--- src/hw/rtl/mpfb_pkg.sv ---
// Shared types and codes for the register-mapped pixel framebuffer.
`default_nettype none
package mpfb_pkg;

    localparam int PROD_W = 19;

    typedef logic [PROD_W-1:0] t_prod;
    typedef logic [1:0]        t_cfg_idx;
    typedef logic [15:0]       t_cfg_data;

    localparam logic [1:0] MODE_READ  = 2'd0;
    localparam logic [1:0] MODE_WRITE = 2'd1;
    localparam logic [1:0] MODE_SCAN  = 2'd2;

    localparam logic [4:0] OFF_WIDTH  = 5'h00;
    localparam logic [4:0] OFF_HEIGHT = 5'h04;
    localparam logic [4:0] OFF_PITCH  = 5'h08;
    localparam logic [4:0] OFF_ENABLE = 5'h0C;
    localparam logic [4:0] OFF_FLUSH  = 5'h10;
    localparam logic [4:0] OFF_COORD  = 5'h14;
    localparam logic [4:0] OFF_COLOUR = 5'h18;
    localparam logic [4:0] OFF_FILL   = 5'h1C;

    localparam t_cfg_idx CFG_WIDTH  = 2'd0;
    localparam t_cfg_idx CFG_HEIGHT = 2'd1;
    localparam t_cfg_idx CFG_PITCH  = 2'd2;

    localparam logic [9:0]  RST_WIDTH  = 10'd640;
    localparam logic [8:0]  RST_HEIGHT = 9'd480;
    localparam logic [15:0] RST_PITCH  = 16'd2560;

    localparam logic [15:0] COORD_MASK = 16'hFFFF;
    localparam logic [7:0]  FILL_ALPHA = 8'hFF;

    typedef struct packed {
        logic [1:0]  mode;
        logic [4:0]  reg_offset;
        logic [31:0] write_value;
        logic [18:0] pixel_index;
    } t_item;

    typedef struct packed {
        logic [31:0] read_data;
        logic        frame_dirty;
    } t_result;

    typedef enum logic [2:0] {
        K_NOP,
        K_READ,
        K_REGWR,
        K_COLOUR,
        K_FILL,
        K_SCAN
    } t_kind;

    typedef enum logic [2:0] {
        S_CLEAR,
        S_IDLE,
        S_EXEC,
        S_PIXW,
        S_FILL,
        S_SCAN,
        S_RESP
    } t_state;

    typedef struct packed {
        logic exec;
        logic pix_write;
        logic fill_step;
        logic clr_step;
        logic scan_cap;
    } t_cmd;

    typedef struct packed {
        t_kind kind;
        logic  cnt_done;
    } t_sts;

endpackage
`default_nettype wire

--- src/hw/rtl/mpfb_ctrl.sv ---
// Controller state machine of the framebuffer.
`default_nettype none
module mpfb_ctrl (
    input  wire logic          i_clk,
    input  wire logic          i_rst_n,
    input  wire logic          i_start,
    input  wire mpfb_pkg::t_sts i_sts,
    output logic               o_busy,
    output logic               o_strobe,
    output mpfb_pkg::t_cmd     o_cmd
);
    import mpfb_pkg::*;

    t_state r_state;
    t_state n_state;

    always_ff @(posedge i_clk) begin
        if (!i_rst_n) begin
            r_state <= S_CLEAR;
        end else begin
            r_state <= n_state;
        end
    end

    always_comb begin
        n_state = r_state;
        unique case (r_state)
            S_CLEAR: begin
                if (i_sts.cnt_done) n_state = S_IDLE;
            end
            S_IDLE: begin
                if (i_start) n_state = S_EXEC;
            end
            S_EXEC: begin
                unique case (i_sts.kind)
                    K_COLOUR: n_state = S_PIXW;
                    K_FILL:   n_state = S_FILL;
                    K_SCAN:   n_state = S_SCAN;
                    default:  n_state = S_RESP;
                endcase
            end
            S_PIXW: n_state = S_RESP;
            S_FILL: begin
                if (i_sts.cnt_done) n_state = S_RESP;
            end
            S_SCAN: n_state = S_RESP;
            S_RESP: n_state = S_IDLE;
            default: n_state = S_IDLE;
        endcase
    end

    always_comb begin
        o_cmd    = '0;
        o_busy   = 1'b1;
        o_strobe = 1'b0;
        unique case (r_state)
            S_CLEAR: o_cmd.clr_step  = 1'b1;
            S_IDLE:  o_busy          = 1'b0;
            S_EXEC:  o_cmd.exec      = 1'b1;
            S_PIXW:  o_cmd.pix_write = 1'b1;
            S_FILL:  o_cmd.fill_step = 1'b1;
            S_SCAN:  o_cmd.scan_cap  = 1'b1;
            S_RESP:  o_strobe        = 1'b1;
            default: o_busy          = 1'b1;
        endcase
    end

`ifndef SYNTHESIS
    a_resp_once: assert property (@(posedge i_clk) disable iff (!i_rst_n)
        (r_state == S_RESP) |=> (r_state == S_IDLE))
        else $error("result strobe lasted more than one cycle");

    a_accept: assert property (@(posedge i_clk) disable iff (!i_rst_n)
        (i_start && !o_busy) |=> (r_state == S_EXEC))
        else $error("accepted item not executed");

    a_fill_end: assert property (@(posedge i_clk) disable iff (!i_rst_n)
        (r_state == S_FILL && i_sts.cnt_done) |=> o_strobe)
        else $error("fill finished without a result");
`endif

endmodule
`default_nettype wire

--- config.mk ---
export PLATFORM = sky130hd
export DESIGN_NAME = mpfb_ctrl
export DESIGN_NICKNAME = d
export VERILOG_FILES = /design/src/hw/rtl/mpfb_pkg.sv /design/src/hw/rtl/mpfb_ctrl.sv
export SDC_FILE = /design/constraint.sdc
export NUM_CORES = 1
export LEC_CHECK = 0
export ABC_AREA = 1
export BUFFER_PORTS_ARGS = -buffer_cell sky130_fd_sc_hd__buf_2
export CAP_MARGIN = 30
export CORE_AREA = 2 2 39 41
export DETAILED_ROUTE_END_ITERATION = 16
export DIE_AREA = 0 0 41 43
export GPL_TIMING_DRIVEN = 0
export PLACE_DENSITY = 0.39
export SLEW_MARGIN = 20
export SYNTH_ARGS = -nofsm -noshare
export SYNTH_HDL_FRONTEND = slang
export SYNTH_SLANG_ARGS = --single-unit
--- constraint.sdc ---
create_clock -name i_clk -period 0.9 [get_ports i_clk]
set_input_delay 0.045 -clock i_clk [delete_from_list [all_inputs] [get_ports i_clk]]
set_output_delay 0.045 -clock i_clk [all_outputs]
set_load 0.05 [all_outputs]
==> results by group <==
Yosys
  • Synth area leaders: dfxtp_1, nor2_1, inv_1, nand2_1, a21oi_1
  • Synth Cell Area: 229 µm²
  • FF+latch count, synth: 3
  • Post-synthesis sequential area ratio: 26.2%
  • Leading area contributor after synthesis: dfxtp_1
  • Post-Syn Nets: 52
  • Count of cell types in the netlist: 10
  • Post-Synthesis Cells: 45
  • Avg Inst Size Synth: 5.09 µm²
  • Top cell type's share of synthesized area: 26.2%
  • Ys Warns: 0

Critical path
  • Worst Setup End Kind: primary output
  • Worst r2r src: r_state[0]$_SDFFE_PN0P_
  • Worst Path Max Fanout: 4
  • Worst path arrival time: 1010 ps
  • CP startpoint: r_state[1]$_SDFFE_PN0P_
  • Critical Path Start Type: flop
  • Setup CP Type: flop to primary output
  • Setup slack, reg-to-reg: -140 ps
  • Worst R2R End: r_state[0]$_SDFFE_PN0P_
  • Reg2reg path depth: 7
  • Worst Path Required: 850 ps

Outcome
  • Status: complete, but fails checks
  • Failing checks: setup timing

Clock network
  • Hold_buf cts: 0
  • H-tree levels: 1
  • Root Driver: clkbuf_4
  • CTS tree: done
  • Max clock buf depth: 2
  • Clk sinks: 3
  • Num CTS Buffers: 3
  • Clock-pin transition on the worst setup and hold timing paths: 30 ps
  • Clock insertion delay at the later pin of the skew report: 230 ps

Worst hold path
  • Min-delay src: i_rst_n
  • Hold Path Cell Cnt: 3
  • Min-Delay Endpoint: r_state[0]$_SDFFE_PN0P_
  • Hold crit path type: input port to flop

GRT
  • Initial antenna violation count: 0
  • Tot GR Track Use: 8.12%
  • Largest net degree at the start of global routing: 7
  • Vias in the first global route: 270
  • Global-route wire length before repair: 1.00 mm
  • Overflow left after global routing: 0

Floorplan
  • Die area: 1760 µm²
  • Std-Cell Rows: 14
  • Initial Utilization: 16.5%
  • Die X-Extent: 41 µm
  • Die Y: 43 µm
  • Core area: 1380 µm²
  • Ports: 14

Final layout
  • Design Area, Final: 523 µm²
  • Biggest registers after layout: r_state: 3 flops
  • Ant diodes: 0
  • Syn-to-layout area delta: 128%
  • Layout cell share with drive strength beyond 1: 59.7%
  • Number of nets in the layout: 75
  • Most flops, register: r_state
  • Max FFs per register: 3
  • Fill cells: 148

Pwr
  • Switch share: 47.9%
  • P_leak: 0.000256 µW
  • Clk pwr share: 16.9%
  • Net switching power: 641 µW
  • Comb pwr share: 63.2%
  • Int Power: 696 µW
  • Power Density: 2560 nW/µm²
  • Worst vdd ir: 0.577 mV
  • Sequential power share: 19.9%

Timing
  • Setup WS post-layout: -154 ps
  • Relative slew slack: 89.7%
  • Final setup fails: 10
  • Min Tclk post-route: 1050 ps
  • Pins Over Slew Limit: 0
  • Final Hold Violating Endpoints: 0
  • Fmax: 0.949 GHz
  • Final period util: 117%
  • Slew at the pin closest to its max-slew limit: 154 ps
  • Unrepaired setup endpoints after global routing: yes
  • Final clock skew: 2.22 ps
  • Hold_ws: 70.6 ps

Placement
  • Placed Area: 354 µm²
  • Routability cong.: 0.669
  • DP HPWL: 531 µm
  • IO buf count: 13

Route
  • Drt total wl: 628 µm
  • DRT antenna net count: 0
  • DR pass1 iterations: 2
  • DRC: 0
  • DR WL/cell: 7.57 µm
  • Via Count: 327
  • Starting DRT DRC Count: 3
  • Routed vias/inst: 3.94

Run
  • Max_cap viols: 0
per-stage QoR:
step                total power (µW)  cells  util (%)  setup slack (ps)  TNS [ps]
floorplan                        706     45         -              -218      -582
global route                    1430     83      37.8              -203     -1880
detailed placement               822     74      25.6              -132      -654
global placement                 825     74      25.6              -148      -811
finish                          1340     83      37.8              -154     -1320
CTS                             1290     83      35.8              -171     -1470
Yosys cell counts (all sizes together):
library cell and count:
nor3 1, inv 10, nand2 10, a21oi 3, o21ai 1, nand3 2
dfxtp 3, nor2 15
per-layer routing:
layer | vias up | wire [µm] | GRT usage (%)
li1 | 177 | - | -
met1 | 140 | 270 | 10.2
met2 | 10 | 323 | 12.5
met3 | 0 | 34 | 3.14
met4 | 0 | 0 | 2.00
met5 | - | 0 | 0
timing repair:
item | 4_1_cts | 5_1_grt
setup endpoints to repair | 10 | 10
gates resized for setup | 27 | 8
pin swaps | 4 | 2
setup buffers | 5 | 0
cloned | 0 | 0
worst max-delay path, cell delays in order, from the launching register on:
cell	delay, ps
dfxtp_4	360
nor2_4	120
inv_2	70
nor2_4	90
buf_8	150
cells by family after synthesis:
family                 share of synthesized area (%)
AOI/OAI and AO/OA                               8.74
buffers and inverters                           16.4
DFF                                             26.2
and+or+nand+nor                                 48.6
cells in the final DEF (no fill, tap or decap):
cell	count
nor2_4	5
o21ai_0	1
nand3_1	2
buf_8	3
inv_1	6
clkbuf_4	3
nand2_1	7
nand2_4	3
inv_4	2
clkbuf_1	1
nor3_1	1
buf_6	4
dfxtp_4	3
inv_2	1
inv_6	1
a21oi_2	1
a21oi_1	2
nor2_2	3
nor2_1	7
buf_4	5
buf_2	6
power by group through the flow:
stage          Sequential (µW)  Clock [µW]  Combinational, µW
2_1_floorplan              213           0                493
3_3_place_gp               224           0                602
3_5_place_dp               221           0                601
4_1_cts                    254         240                798
5_1_grt                    273         257                904
6_report                   266         226                846
cell type report:
class / count / area, µm² / share of cell area [%]
sequential: 3 / 71.3 / 13.6
timing repair buffer: 18 / 158 / 30.1
multi-input combinational: 32 / 200 / 38.3
tap: 16 / 20.0 / 3.83
inverter: 10 / 47.5 / 9.09
clock buffer: 4 / 26.3 / 5.02
worst max path at each step:
stage,endpoint,slack (ps),depth (start not counted)
final,o_cmd[1],-150,4
after global routing,o_cmd[3],-200,4
after CTS,o_cmd[3],-170,4
after detailed placement,r_state[0]$_SDFFE_PN0P_,-130,6
after global placement,r_state[0]$_SDFFE_PN0P_,-150,6
after floorplan,r_state[0]$_SDFFE_PN0P_,-220,6
No activity file was read; power rests on OpenSTA's default activity.
